--- config.mk ---
export PLATFORM = sky130hd
export DESIGN_NAME = fccm_ctrl
export DESIGN_NICKNAME = d
export VERILOG_FILES = /design/src/sv/fccm_pkg.sv /design/src/sv/fccm_ctrl.sv
export SDC_FILE = /design/constraint.sdc
export NUM_CORES = 1
export LEC_CHECK = 0
export BUFFER_PORTS_ARGS = -buffer_cell sky130_fd_sc_hd__buf_2
export CAP_MARGIN = 40
export CORE_AREA = 10 10 62 64
export CTS_BUF_LIST = sky130_fd_sc_hd__clkbuf_8
export DETAILED_ROUTE_END_ITERATION = 12
export DIE_AREA = 0 0 72 74
export PLACE_DENSITY = 0.47
export SYNTH_ARGS = -nofsm -noshare
export SYNTH_HDL_FRONTEND = slang
export SYNTH_SLANG_ARGS = --single-unit
--- constraint.sdc ---
create_clock -name i_clk -period 1.5 [get_ports i_clk]
set_clock_uncertainty 0.05 [all_clocks]
set_input_delay 0.075 -clock i_clk [delete_from_list [all_inputs] [get_ports i_clk]]
set_output_delay 0.075 -clock i_clk [all_outputs]
set_load 0.01 [all_outputs]
--- src/sv/fccm_pkg.sv ---
// ----------------------------------------------------------------------------
// fccm_pkg
// Shared types and constants for the FAT16 cluster chain manager.
// ----------------------------------------------------------------------------
package fccm_pkg;

    localparam logic [2:0] OP_WRITE = 3'd0;
    localparam logic [2:0] OP_READ  = 3'd1;
    localparam logic [2:0] OP_ALLOC = 3'd2;
    localparam logic [2:0] OP_FREE  = 3'd3;
    localparam logic [2:0] OP_SEEK  = 3'd4;
    localparam logic [2:0] OP_LEN   = 3'd5;

    localparam logic [2:0] ST_OK     = 3'd0;
    localparam logic [2:0] ST_FULL   = 3'd1;
    localparam logic [2:0] ST_BROKEN = 3'd2;
    localparam logic [2:0] ST_RANGE  = 3'd3;
    localparam logic [2:0] ST_LIMIT  = 3'd4;

    localparam logic [1:0] CFG_USABLE = 2'd0;
    localparam logic [1:0] CFG_SPC    = 2'd1;
    localparam logic [1:0] CFG_BASE   = 2'd2;

    localparam logic [15:0] CHAIN_END  = 16'hFFF8;
    localparam logic [15:0] ALLOC_MARK = 16'hFFFF;
    localparam logic [15:0] FREE_ENTRY = 16'h0000;

    // table write data select
    localparam logic [1:0] WD_VAL  = 2'd0;
    localparam logic [1:0] WD_ZERO = 2'd1;
    localparam logic [1:0] WD_MARK = 2'd2;

    // cluster_out select
    localparam logic [1:0] CL_ZERO  = 2'd0;
    localparam logic [1:0] CL_CUR   = 2'd1;
    localparam logic [1:0] CL_RDATA = 2'd2;

    typedef struct packed {
        logic       load;
        logic       rd;
        logic       wr;
        logic [1:0] wsel;
        logic       cur_inc;
        logic       cur_link;
        logic       cnt_inc;
        logic       mul;
        logic       fin;
        logic [2:0] fin_status;
        logic [1:0] cl_sel;
        logic       cnt_en;
        logic       lba_en;
    } t_cmd;

    typedef struct packed {
        logic [2:0] op;
        logic       in_chain;
        logic       in_range;
        logic       cnt_lim;
        logic       cnt_eq_skip;
        logic       scan_ok;
        logic       rdata_zero;
        logic       clr_last;
    } t_stat;

endpackage

--- src/sv/fccm_ctrl.sv ---
// ----------------------------------------------------------------------------
// fccm_ctrl
// Controller: table clear after reset, opcode dispatch, allocate scan and
// chain walk sequencing.
// ----------------------------------------------------------------------------
module fccm_ctrl (
    input  logic             i_clk,
    input  logic             i_rst_n,
    input  logic             start,
    output logic             busy,
    input  fccm_pkg::t_stat  i_stat,
    output fccm_pkg::t_cmd   o_cmd
);
    import fccm_pkg::*;

    localparam logic [3:0] S_CLEAR = 4'd0;
    localparam logic [3:0] S_IDLE  = 4'd1;
    localparam logic [3:0] S_DISP  = 4'd2;
    localparam logic [3:0] S_RDW   = 4'd3;
    localparam logic [3:0] S_ASCAN = 4'd4;
    localparam logic [3:0] S_AWAIT = 4'd5;
    localparam logic [3:0] S_WALK  = 4'd6;
    localparam logic [3:0] S_WWAIT = 4'd7;
    localparam logic [3:0] S_MUL   = 4'd8;
    localparam logic [3:0] S_LBA   = 4'd9;

    logic [3:0] r_state;
    logic [3:0] n_state;
    t_cmd       cmd;

    always_comb begin
        n_state = r_state;
        cmd     = '0;
        case (r_state)
            S_CLEAR: begin
                cmd.wr      = 1'b1;
                cmd.wsel    = WD_ZERO;
                cmd.cur_inc = 1'b1;
                if (i_stat.clr_last) begin
                    n_state = S_IDLE;
                end
            end
            S_IDLE: begin
                if (start) begin
                    cmd.load = 1'b1;
                    n_state  = S_DISP;
                end
            end
            S_DISP: begin
                case (i_stat.op)
                    OP_WRITE: begin
                        cmd.fin = 1'b1;
                        n_state = S_IDLE;
                        if (!i_stat.in_range) begin
                            cmd.fin_status = ST_RANGE;
                        end else begin
                            cmd.wr   = 1'b1;
                            cmd.wsel = WD_VAL;
                        end
                    end
                    OP_READ: begin
                        if (!i_stat.in_range) begin
                            cmd.fin        = 1'b1;
                            cmd.fin_status = ST_RANGE;
                            n_state        = S_IDLE;
                        end else begin
                            cmd.rd  = 1'b1;
                            n_state = S_RDW;
                        end
                    end
                    OP_ALLOC: n_state = S_ASCAN;
                    OP_FREE, OP_SEEK, OP_LEN: n_state = S_WALK;
                    default: begin
                        cmd.fin = 1'b1;
                        n_state = S_IDLE;
                    end
                endcase
            end
            S_RDW: begin
                cmd.fin    = 1'b1;
                cmd.cl_sel = CL_RDATA;
                n_state    = S_IDLE;
            end
            S_ASCAN: begin
                if (i_stat.scan_ok) begin
                    cmd.rd  = 1'b1;
                    n_state = S_AWAIT;
                end else begin
                    cmd.fin        = 1'b1;
                    cmd.fin_status = ST_FULL;
                    n_state        = S_IDLE;
                end
            end
            S_AWAIT: begin
                if (i_stat.rdata_zero) begin
                    cmd.wr     = 1'b1;
                    cmd.wsel   = WD_MARK;
                    cmd.fin    = 1'b1;
                    cmd.cl_sel = CL_CUR;
                    n_state    = S_IDLE;
                end else begin
                    cmd.cur_inc = 1'b1;
                    n_state     = S_ASCAN;
                end
            end
            S_WALK: begin
                cmd.cnt_en = 1'b1;
                cmd.cl_sel = (i_stat.op == OP_SEEK) ? CL_CUR : CL_ZERO;
                if (i_stat.op == OP_SEEK && i_stat.cnt_eq_skip) begin
                    n_state = S_MUL;
                end else if (!i_stat.in_chain) begin
                    cmd.fin        = 1'b1;
                    cmd.fin_status = (i_stat.op == OP_SEEK) ? ST_BROKEN : ST_OK;
                    n_state        = S_IDLE;
                end else if (!i_stat.in_range) begin
                    cmd.fin        = 1'b1;
                    cmd.fin_status = ST_RANGE;
                    n_state        = S_IDLE;
                end else if (i_stat.op != OP_FREE && i_stat.cnt_lim) begin
                    cmd.fin        = 1'b1;
                    cmd.fin_status = ST_LIMIT;
                    n_state        = S_IDLE;
                end else begin
                    cmd.rd  = 1'b1;
                    n_state = S_WWAIT;
                end
            end
            S_WWAIT: begin
                cmd.cur_link = 1'b1;
                cmd.cnt_inc  = 1'b1;
                if (i_stat.op == OP_FREE) begin
                    cmd.wr   = 1'b1;
                    cmd.wsel = WD_ZERO;
                end
                n_state = S_WALK;
            end
            S_MUL: begin
                cmd.mul = 1'b1;
                n_state = S_LBA;
            end
            S_LBA: begin
                cmd.fin    = 1'b1;
                cmd.cl_sel = CL_CUR;
                cmd.cnt_en = 1'b1;
                cmd.lba_en = 1'b1;
                n_state    = S_IDLE;
            end
            default: n_state = S_IDLE;
        endcase
    end

    always_ff @(posedge i_clk) begin
        if (!i_rst_n) begin
            r_state <= S_CLEAR;
        end else begin
            r_state <= n_state;
        end
    end

    assign busy  = r_state != S_IDLE;
    assign o_cmd = cmd;

endmodule

# Yosys cells after proc, flatten, opt, wreduce, memory -nomap -nowiden

Index checks and enable logic that the tools add are counted.

Register bits: 4
Bits of input ports: 13
Output and inout bits: 18
Logic and storage cells: 76

Equal/unequal tests: 18
Mux-type cells: 48
Reductions and logical operators: 9

Operators by type and width:

| operator                                               | number |
|---|---|
| 2-to-1 mux 4 bit                                       | 11 |
| one-hot mux 4 bit (8 select lines)                     | 1 |
| 2-to-1 mux 3 bit                                       | 7 |
| == test 4 x 3 -> 1 bit (second input constant)         | 4 |
| 2-to-1 mux 1 bit                                       | 16 |
| one-hot mux 3 bit (4 select lines)                     | 1 |
| one-hot mux 4 bit (3 select lines)                     | 1 |
| one-hot mux 3 bit (3 select lines)                     | 1 |
| == test 4 x 2 -> 1 bit (second input constant)         | 2 |
| == test 4 bit (second input constant)                  | 2 |
| 2-to-1 mux 2 bit                                       | 4 |
| one-hot mux 2 bit (4 select lines)                     | 1 |
| == test 3 x 2 -> 1 bit (second input constant)         | 2 |
| == test 3 bit (second input constant)                  | 2 |
| one-hot mux 3 bit (2 select lines)                     | 1 |
| one-hot mux 1 bit (5 select lines)                     | 1 |
| == test 4 x 1 -> 1 bit (second input constant)         | 1 |
| zero test 4 bit                                        | 1 |
| inequality test 2 bit (second input constant)          | 2 |
| inequality test 4 x 1 -> 1 bit (second input constant) | 1 |
| one-hot mux 1 bit (2 select lines)                     | 2 |
| OR reduction 2 bit                                     | 2 |
| OR reduction 4 bit                                     | 1 |
| == test 3 x 1 -> 1 bit (second input constant)         | 1 |
| 6 further kinds                                        | 7 |

# Logic depth before layout (Yosys ltp)

Gate-level depths: netlist of run 1.

Depth in word-level cells: 7
Gate-level depth with buffers: 6
Mapped depth without buffers: 5

# Worst setup path before layout of run 1

Ideal clock, no wire load.

Path type: reg-to-output
Start point: register r_state[0]
End point: output port o_cmd[14] in the netlist's numbering
Arrival time: 1268 ps
Data required time: 1375 ps
Slack: 107 ps
Stages on the path, launching flop included: 6
Buffers on the path: 1
Cells stage by stage: dfxtp_1 > buf_2 > or2_1 > nor4_4 > nand2_1 > o221ai_1

RTL lines:

| element                | line             | text |
|---|---|---|
| from (decl)            | fccm_ctrl.sv:27  | `logic [3:0] r_state;` |
| from (signal assigned) | fccm_ctrl.sv:156 | `r_state <= n_state;` |
| to (decl)              | fccm_ctrl.sv:12  | `output fccm_pkg::t_cmd o_cmd` |

==> impl_metrics.json, run 1 <==
{
  "synth-seq-area-share": 0.1255,
  "layout-drive-gt1-share": 0.5809,
  "root_buffer": "clkbuf_8",
  "grt_pass1_wl_um": 4374,
  "worst_slew_pin_slew_ns": 0.2975,
  "async_reset_ff_frac": 0,
  "yosysWarnings": 0,
  "drt-initial-drc-count": 43,
  "crit_type": "reg -> out",
  "nets": 151,
  "clk_latency_ns": 0.22,
  "reg2reg_to": "r_state[2]$_SDFFE_PN0P_",
  "wl_met2_um": 1331,
  "wl_met3_um": 240,
  "cts_tree": "done",
  "dpl.hpwl_um": 2086,
  "synth_fp_nets": 102,
  "netlist_instances": 89,
  "grt_pass1_vias": 897,
  "gp_congestion": 0.8331,
  "violations": "setup timing",
  "clock_path_buffers": 2,
  "period_share": 1.081,
  "holdWs_ns": 0.06555,
  "ys_types": 41,
  "slew_violations": 0,
  "ys.flop_type": "dfxtp_1",
  "pwr_density_cell_mw_per_mm2": 471.7,
  "drt_pass1_iterations": 4,
  "rows": 19,
  "hp-class": "in -> reg",
  "die_x_um": 72,
  "min_period_ns": 1.622,
  "setup_ws_ns": -0.1222,
  "cp.arrival_ns": 1.50,
  "hp-start": "i_rst_n",
  "placed_cell_area_um2": 917.1,
  "io_buffers": 30,
  "wl_per_cell_um": 16.37,
  "avgSynthCellArea_um2": 7.170,
  "fin_area_mm2": 0.001137,
  "power.total_uw": 536.5,
  "largest-register": "r_state",
  "ant_nets": 0,
  "synth.top_cells.by_count": "nand2_1, inv_1, nor2_1",
  "grt_usage": 0.09989,
  "rr_worst_depth": 6,
  "slew_headroom": 0.8017,
  "antenna_found_initial": 0,
  "irDropWorstVdd_mv": 0.2729,
  "r2r_start": "r_state[3]$_SDFFE_PN0P_",
  "yosys.area.top_type": "dfxtp_1",
  "cts_buffers": 3,
  "synth_top_area_share": 0.1255,
  "cap_violations": 0,
  "ioPinCount": 31,
  "synth.area.top_cells": "dfxtp_1, nand2_1, inv_1",
  "finalHoldViolations": 0,
  "synth-edff-count": 0,
  "largestRegisters": "r_state (4)",
  "area_delta_synth_final_pct": 78.24,
  "critPathLaunchType": "register",
  "placedCellCount": 161,
  "fmax_mhz": 616.5,
  "antenna-diode-count": 0,
  "core_area_mm2": 0.002663,
  "status": "finished with violations",
  "cts_sinks": 4,
  "largest_register_ffs": 4,
  "hold_path_end": "r_state[2]$_SDFFE_PN0P_",
  "cp_data_required_time_ns": 1.37,
  "yosysMostFrequentCell": "nand2_1",
  "leakagePower_nw": 0.5474,
  "cts_hold_buf": 0,
  "overflow": 0,
  "ys_ff_latch": 4,
  "wl_met1_um": 1140,
  "fin_cells": 167,
  "vias": 866,
  "via_per_inst": 5.186,
  "grt_max_degree": 11,
  "hold_depth": 2,
  "clk_pin_slew_ns": 0.03,
  "die_area_mm2": 0.005328,
  "rsz0062_at_grt": "yes",
  "reg2reg_slack_ns": 0.07,
  "topRoutingLayerUsed": "met4",
  "die_h_um": 74,
  "wl_um": 2733,
  "cts.htree.levels": 1,
  "drc": 0,
  "cp_max_fo": 6,
  "final-setup-viol-count": 6,
  "initial_core_util": 0.2397,
  "crit_path_end_kind": "primary output",
  "synth_area_um2": 638.1
}
-- report_power, final --
group / internal (mW) / switching (mW)
combinational: 0.0897 / 0.104
clock: 0.171 / 0.0552
sequential: 0.108 / 0.00846
total: 0.369 / 0.167
-- routing by layer --
metal  vias up  track usage
li1        430            -
met2        40       0.1794
met3         2      0.02527
met1       394       0.1128
met5         -            0
met4         0      0.03226
-- cell type report --
class / instances / area (µm²)
Clock buffer: 3 / 41.29
Tap cell: 31 / 38.79
Inverter: 6 / 22.52
Timing Repair Buffer: 51 / 331.6
Sequential cell: 4 / 92.59
Fill cell: 289 / 1525
Multi-Input combinational cell: 72 / 610.6
-- cell usage in the layout, fill, tap and decap left out, drive strengths merged, types with 3 or more instances in the layout --
master / instances
a21oi: 4
dfxtp: 4
o21ai: 3
nor2: 5
nand2: 15
clkbuf: 3
buf: 51
inv: 6
nand3: 4
a31oi: 3
nor2b: 3
-- worst max path at each step --
stage	from	to	slack [ns]
floorplan	r_state[0]$_SDFFE_PN0P_	o_cmd[14]	0.11
global placement	r_state[0]$_SDFFE_PN0P_	o_cmd[15]	-0.10
detailed placement	r_state[0]$_SDFFE_PN0P_	o_cmd[15]	-0.08
CTS	r_state[2]$_SDFFE_PN0P_	o_cmd[14]	-0.09
global route	r_state[2]$_SDFFE_PN0P_	o_cmd[14]	-0.20
finish	r_state[2]$_SDFFE_PN0P_	o_cmd[7]	-0.12
-- what timing repair did --
item	CTS	global route
endpoints found under the setup margin	14	15
setup buffers	2	3
pin swaps	5	7
gates resized for setup	19	17
-- metrics by stage --
step / util / worst slack, ns / TNS [ns]
after floorplan: - / 0.1071 / 0
after global placement: 0.3445 / -0.1042 / -0.1743
final: 0.4272 / -0.1222 / -0.4737
after global routing: 0.4272 / -0.1972 / -0.9961
after CTS: 0.3976 / -0.09291 / -0.5985
after detailed placement: 0.3445 / -0.07881 / -0.1309
-- cells by family after synthesis --
| family | synth area share |
|---|---|
| and+or+nand+nor | 0.3922 |
| AOI/OAI and AO/OA | 0.3490 |
| buffers and inverters | 0.1059 |
| DFF | 0.1255 |
| xor gates and xnor gates | 0.02746 |
-- critical path, stage by stage (launching register included) --
cell       delay, ns
dfxtp_2         0.40
buf_4           0.14
inv_1           0.05
a2111oi_4       0.31
a21oi_2         0.06
o221ai_1        0.16
buf_2           0.16
Note: power is estimated with default switching activity, not from simulation.
==> inputs of run 2 (changes only) <==
--- a/config.mk
+++ b/config.mk
@@ -7,10 +7,10 @@
 export LEC_CHECK = 0
 export BUFFER_PORTS_ARGS = -buffer_cell sky130_fd_sc_hd__buf_2
 export CAP_MARGIN = 40
-export CORE_AREA = 10 10 62 64
+export CORE_AREA = 8 8 60 62
 export CTS_BUF_LIST = sky130_fd_sc_hd__clkbuf_8
 export DETAILED_ROUTE_END_ITERATION = 12
-export DIE_AREA = 0 0 72 74
+export DIE_AREA = 0 0 68 70
 export PLACE_DENSITY = 0.47
 export SYNTH_ARGS = -nofsm -noshare
 export SYNTH_HDL_FRONTEND = slang
==> run 2 against run 1 <==
Compared with the run above: the run still ends with setup timing left; critical path depth stayed put; sequential cell count stayed put; power is 5.8% higher; global-route usage is 1.5 points higher; routed wire length is 0.48% higher; setup slack worse by 0.016 ns; sequential share of layout area is 0.50 points lower; utilization is 4.0 points higher; clock power is 3% higher; hold slack better by 0.0069 ns; via count is 6.5% higher; combinational power is 13% higher; critical path type unchanged; critical endpoint is now o_cmd[4]; highest routed layer unchanged.
==> impl_metrics.json, run 2 (same netlist as run 1, synthesis figures left out) <==
{
  "area_delta_synth_final_pct": 95.10,
  "io_buffers": 30,
  "fmax_mhz": 610.5,
  "overflow": 0,
  "violations": "setup timing",
  "mostFrequentLayoutCell": "buf_2",
  "cpLargestDelayFamily": "simple AND/OR/NAND/NOR gates",
  "wl_um": 2746,
  "min_period_ns": 1.638,
  "initial_core_util": 0.2397,
  "switching_share": 0.3129,
  "clk_pin_slew_ns": 0.03,
  "cp_max_fo": 5,
  "p_int_uw": 390.0,
  "setup_ws_ns": -0.1379,
  "hold_depth": 2,
  "worst_slew_pin_slew_ns": 0.3029,
  "slowest_delay_ns": 0.35,
  "p_sw_uw": 177.6,
  "clk_latency_ns": 0.22,
  "grt_pass1_wl_um": 4340,
  "p_clk_frac": 0.409,
  "die_h_um": 70,
  "leakagePower_nw": 0.5935,
  "critPathLaunchType": "register",
  "gp_congestion": 0.8539,
  "most-common-layout-cells": "buf_2, buf_4, nand2_1",
  "r2r_start": "r_state[1]$_SDFFE_PN0P_",
  "ant_nets": 0,
  "largestRegisters": "r_state (4)",
  "die_x_um": 68,
  "die_area_mm2": 0.004760,
  "crit_type": "reg -> out",
  "rows": 19,
  "rr_worst_depth": 6,
  "path_buf_inv": 2,
  "via_per_inst": 5.329,
  "cts_hold_buf": 0,
  "layout-drive-gt1-share": 0.6268,
  "fin_area_mm2": 0.001245,
  "drc": 0,
  "irDropWorstVdd_mv": 0.4772,
  "grt_max_degree": 10,
  "pwr_density_cell_mw_per_mm2": 455.9,
  "cp_data_required_time_ns": 1.37,
  "hp-start": "i_rst_n",
  "largest-register": "r_state",
  "root_buffer": "clkbuf_8",
  "cts_tree": "done",
  "reg2reg_to": "r_state[1]$_SDFFE_PN0P_",
  "status": "finished with violations",
  "antenna-diode-count": 0,
  "rsz0062_at_grt": "yes",
  "antenna_found_initial": 0,
  "vias": 922,
  "slew_headroom": 0.7981,
  "nets": 157,
  "placed_cell_area_um2": 922.1,
  "combPwrFrac": 0.386,
  "cts_sinks": 4,
  "slew_violations": 0,
  "path_cells": "buf_12 > and4bb_2 > and3_1 > o21bai_2 > o21ai_1 > buf_2",
  "hold_path_end": "r_state[1]$_SDFFE_PN0P_",
  "wl_per_cell_um": 15.87,
  "hp-class": "in -> reg",
  "largest_register_ffs": 4,
  "ioPinCount": 31,
  "final-setup-viol-count": 7,
  "cap_violations": 0,
  "pre_cts_slack_ns": -0.09210,
  "period_share": 1.092,
  "p_seq_frac": 0.205,
  "core_area_mm2": 0.002663,
  "cts.htree.levels": 1,
  "slowest_stage": "dfxtp_4",
  "drt_pass1_iterations": 6,
  "grt_pass1_vias": 909,
  "finalHoldViolations": 0,
  "grt_usage": 0.1145,
  "clock_path_buffers": 2,
  "crit_path_end_kind": "primary output",
  "reg2reg_slack_ns": 0.06,
  "drt-initial-drc-count": 23,
  "cts_buffers": 3,
  "dpl.hpwl_um": 2017,
  "cp.arrival_ns": 1.51
}
## run 2: worst max-delay path by stage
stage / from / end / slack [ns] / cells after the start
2_1_floorplan: r_state[0]$_SDFFE_PN0P_ / o_cmd[14] / 0.11 / 5
3_3_place_gp: r_state[1]$_SDFFE_PN0P_ / o_cmd[4] / -0.04 / 6
3_5_place_dp: r_state[0]$_SDFFE_PN0P_ / o_cmd[15] / -0.09 / 5
4_1_cts: r_state[1]$_SDFFE_PN0P_ / o_cmd[4] / -0.17 / 6
5_1_grt: r_state[1]$_SDFFE_PN0P_ / o_cmd[4] / -0.20 / 6
6_report: r_state[1]$_SDFFE_PN0P_ / o_cmd[4] / -0.14 / 6
## run 2: cell type report
cell class | instances | area (µm²)
fillers | 270 | 1418
multi-input cells | 72 | 626.9
flip-flops and latches | 4 | 95.09
inverters | 6 | 22.52
repair buffers | 57 | 420.4
clock buffers | 3 | 41.29
well taps | 31 | 38.79
## run 2: power by group through the flow
stage                     registers (mW)  clock network [mW]  logic [mW]
final                              0.117               0.232       0.219
after floorplan                    0.114                   0      0.0937
after global placement             0.119                   0       0.172
after global routing               0.118               0.252       0.238
after CTS                          0.118               0.235       0.185
after detailed placement           0.119                   0       0.171
## run 2: what timing repair did
| action | CTS | global route |
|---|---|---|
| gates resized for setup | 12 | 34 |
| endpoints found under the hold margin | 0 | 0 |
| buffers inserted | 4 | 6 |
| endpoints found under the setup margin | 16 | 18 |
| pin swaps | 5 | 7 |
## run 2: routing by layer
metal  wire, µm  GRT usage  vias to the layer above
met5          0          0                        -
met4         87    0.03417                        0
met3        222    0.04625                        6
met2       1269     0.1775                       42
met1       1167     0.1391                      430
li1           -          -                      444
## run 2: metrics by stage
stage / setup TNS, ns / total power [mW] / utilization / std cells / hold slack, ns
2_1_floorplan: 0 / 0.2079 / - / 89 / 0.1425
3_3_place_gp: -0.05829 / 0.2916 / 0.3463 / 160 / 0.3132
3_5_place_dp: -0.1017 / 0.2904 / 0.3463 / 160 / 0.3083
4_1_cts: -1.087 / 0.5379 / 0.3957 / 167 / 0.07079
5_1_grt: -1.365 / 0.6071 / 0.4676 / 173 / 0.06711
6_report: -0.6607 / 0.5676 / 0.4676 / 173 / 0.07249
==> inputs of run 3 (changes only) <==
--- a/config.mk
+++ b/config.mk
@@ -11,7 +11,7 @@
 export CTS_BUF_LIST = sky130_fd_sc_hd__clkbuf_8
 export DETAILED_ROUTE_END_ITERATION = 12
 export DIE_AREA = 0 0 68 70
-export PLACE_DENSITY = 0.47
+export PLACE_DENSITY = 0.56
 export SYNTH_ARGS = -nofsm -noshare
 export SYNTH_HDL_FRONTEND = slang
 export SYNTH_SLANG_ARGS = --single-unit
==> run 3 against run 2 <==
Compared with the run above: via count down 3.8%; the flow still finishes with violations (setup timing); die area unchanged; non-clock buffer count down 9; largest power group unchanged.
==> impl_metrics.json, run 3 (same netlist as run 1, synthesis figures left out) <==
{
  "grt_pass1_vias": 886,
  "via_per_inst": 5.409,
  "period_share": 1.073,
  "cts.htree.levels": 1,
  "largest-register": "r_state",
  "wl_um": 2531,
  "cp.arrival_ns": 1.48,
  "largestRegisters": "r_state (4)",
  "antenna-diode-count": 0,
  "cts_buffers": 3,
  "fin_tns_setup_ns": -0.4789,
  "ioPinCount": 31,
  "clk_latency_ns": 0.22,
  "grt_pass1_wl_um": 3912,
  "fin_area_mm2": 0.001074,
  "ant_nets": 0,
  "area_delta_synth_final_pct": 68.24,
  "worst_slew_pin_slew_ns": 0.3467,
  "finalHoldViolations": 0,
  "die_area_mm2": 0.004760,
  "root_buffer": "clkbuf_8",
  "die_h_um": 70,
  "regArea_um2": 95.09,
  "setup_ws_ns": -0.1097,
  "crit_type": "reg -> out",
  "slew_violations": 0,
  "layout-drive-gt1-share": 0.5489,
  "clock_path_buffers": 2,
  "drt-initial-drc-count": 92,
  "crit_path_end_kind": "primary output",
  "multi_input_area_um2": 576.8,
  "mostFrequentLayoutCell": "buf_2",
  "critPathLaunchType": "register",
  "min_period_ns": 1.610,
  "rsz0062_at_grt": "yes",
  "irDropWorstVdd_mv": 0.4409,
  "overflow": 0,
  "drt_pass1_iterations": 4,
  "rows": 19,
  "cp_data_required_time_ns": 1.37,
  "dpl.hpwl_um": 1908,
  "drc": 0,
  "grt_max_degree": 10,
  "fillCellCount": 285,
  "placed_cell_area_um2": 879.6,
  "violations": "setup timing",
  "clk_pin_slew_ns": 0.03,
  "antenna_found_initial": 0,
  "gp_congestion": 0.9008,
  "largest_register_ffs": 4,
  "cts_tree": "done",
  "wl_per_cell_um": 15.43,
  "status": "finished with violations",
  "initial_core_util": 0.2397,
  "io_buffers": 30,
  "grt_usage": 0.1011,
  "cp_max_fo": 8,
  "fmax_mhz": 621.2,
  "cap_violations": 0,
  "hp-class": "in -> reg",
  "slew_headroom": 0.7680,
  "most-common-layout-cells": "buf_2, buf_4, nand2_1",
  "core_area_mm2": 0.002663,
  "vias": 887,
  "nets": 148,
  "leakagePower_nw": 0.5227,
  "pwr_density_cell_mw_per_mm2": 483.9,
  "final-setup-viol-count": 7,
  "cts_sinks": 4,
  "die_x_um": 68
}
run 3: worst paths after layout:
path,from,endpoint,slack [ns],depth (start not counted)
setup / recovery,r_state[2]$_SDFFE_PN0P_,o_cmd[14],-0.11,5
hold / removal,i_rst_n,r_state[2]$_SDFFE_PN0P_,0.07,2
setup reg to reg,r_state[0]$_SDFFE_PN0P_,r_state[2]$_SDFFE_PN0P_,0.04,6
hold reg to reg,r_state[3]$_SDFFE_PN0P_,r_state[1]$_SDFFE_PN0P_,0.64,2
run 3: cell type report:
cell class                      instances  area share
Sequential cell                         4     0.08858
Clock buffer                            3     0.03846
Inverter                                6     0.02098
Timing Repair Buffer                   48      0.2786
Tap cell                               31     0.03613
Multi-Input combinational cell         72      0.5373
run 3: stage by stage:
stage	instances	setup slack, ns	util	power [mW]	hold slack (ns)
after floorplan	89	0.1071	-	0.2079	0.1425
after global placement	156	-0.05623	0.3304	0.2722	0.2942
after detailed placement	156	-0.05657	0.3304	0.2738	0.2964
after CTS	162	-0.1018	0.3863	0.5103	0.07087
after global routing	164	-0.1794	0.4032	0.5443	0.09304
final	164	-0.1097	0.4032	0.5195	0.07490
run 3: repair_timing:
action / in CTS / in global routing
hold buffers: 0 / 0
resized for setup: 20 / 8
endpoints found under the setup margin: 11 / 13
pin swaps: 5 / 2
setup buffers: 3 / 2
run 3: per-layer routing:
layer  share of wire  GRT usage
met5               0          0
met4          0.0055    0.02278
met3           0.081    0.02073
met2            0.55     0.1816
met1            0.37     0.1153
run 3: where the power goes:
| group | total (mW) | switching (mW) | internal (mW) | leakage (nW) |
|---|---|---|---|---|
| clock network | 0.223 | 0.0524 | 0.171 | 0.0216 |
| registers | 0.117 | 0.0101 | 0.107 | 0.0355 |
| logic | 0.179 | 0.0983 | 0.0810 | 0.466 |
run 3: critical path, cell delays in order (launching register included):
cell and delay (ns):
dfxtp_4 0.37, or2_4 0.28, nor4_4 0.19, nand2_1 0.11, o221ai_2 0.16, buf_2 0.15
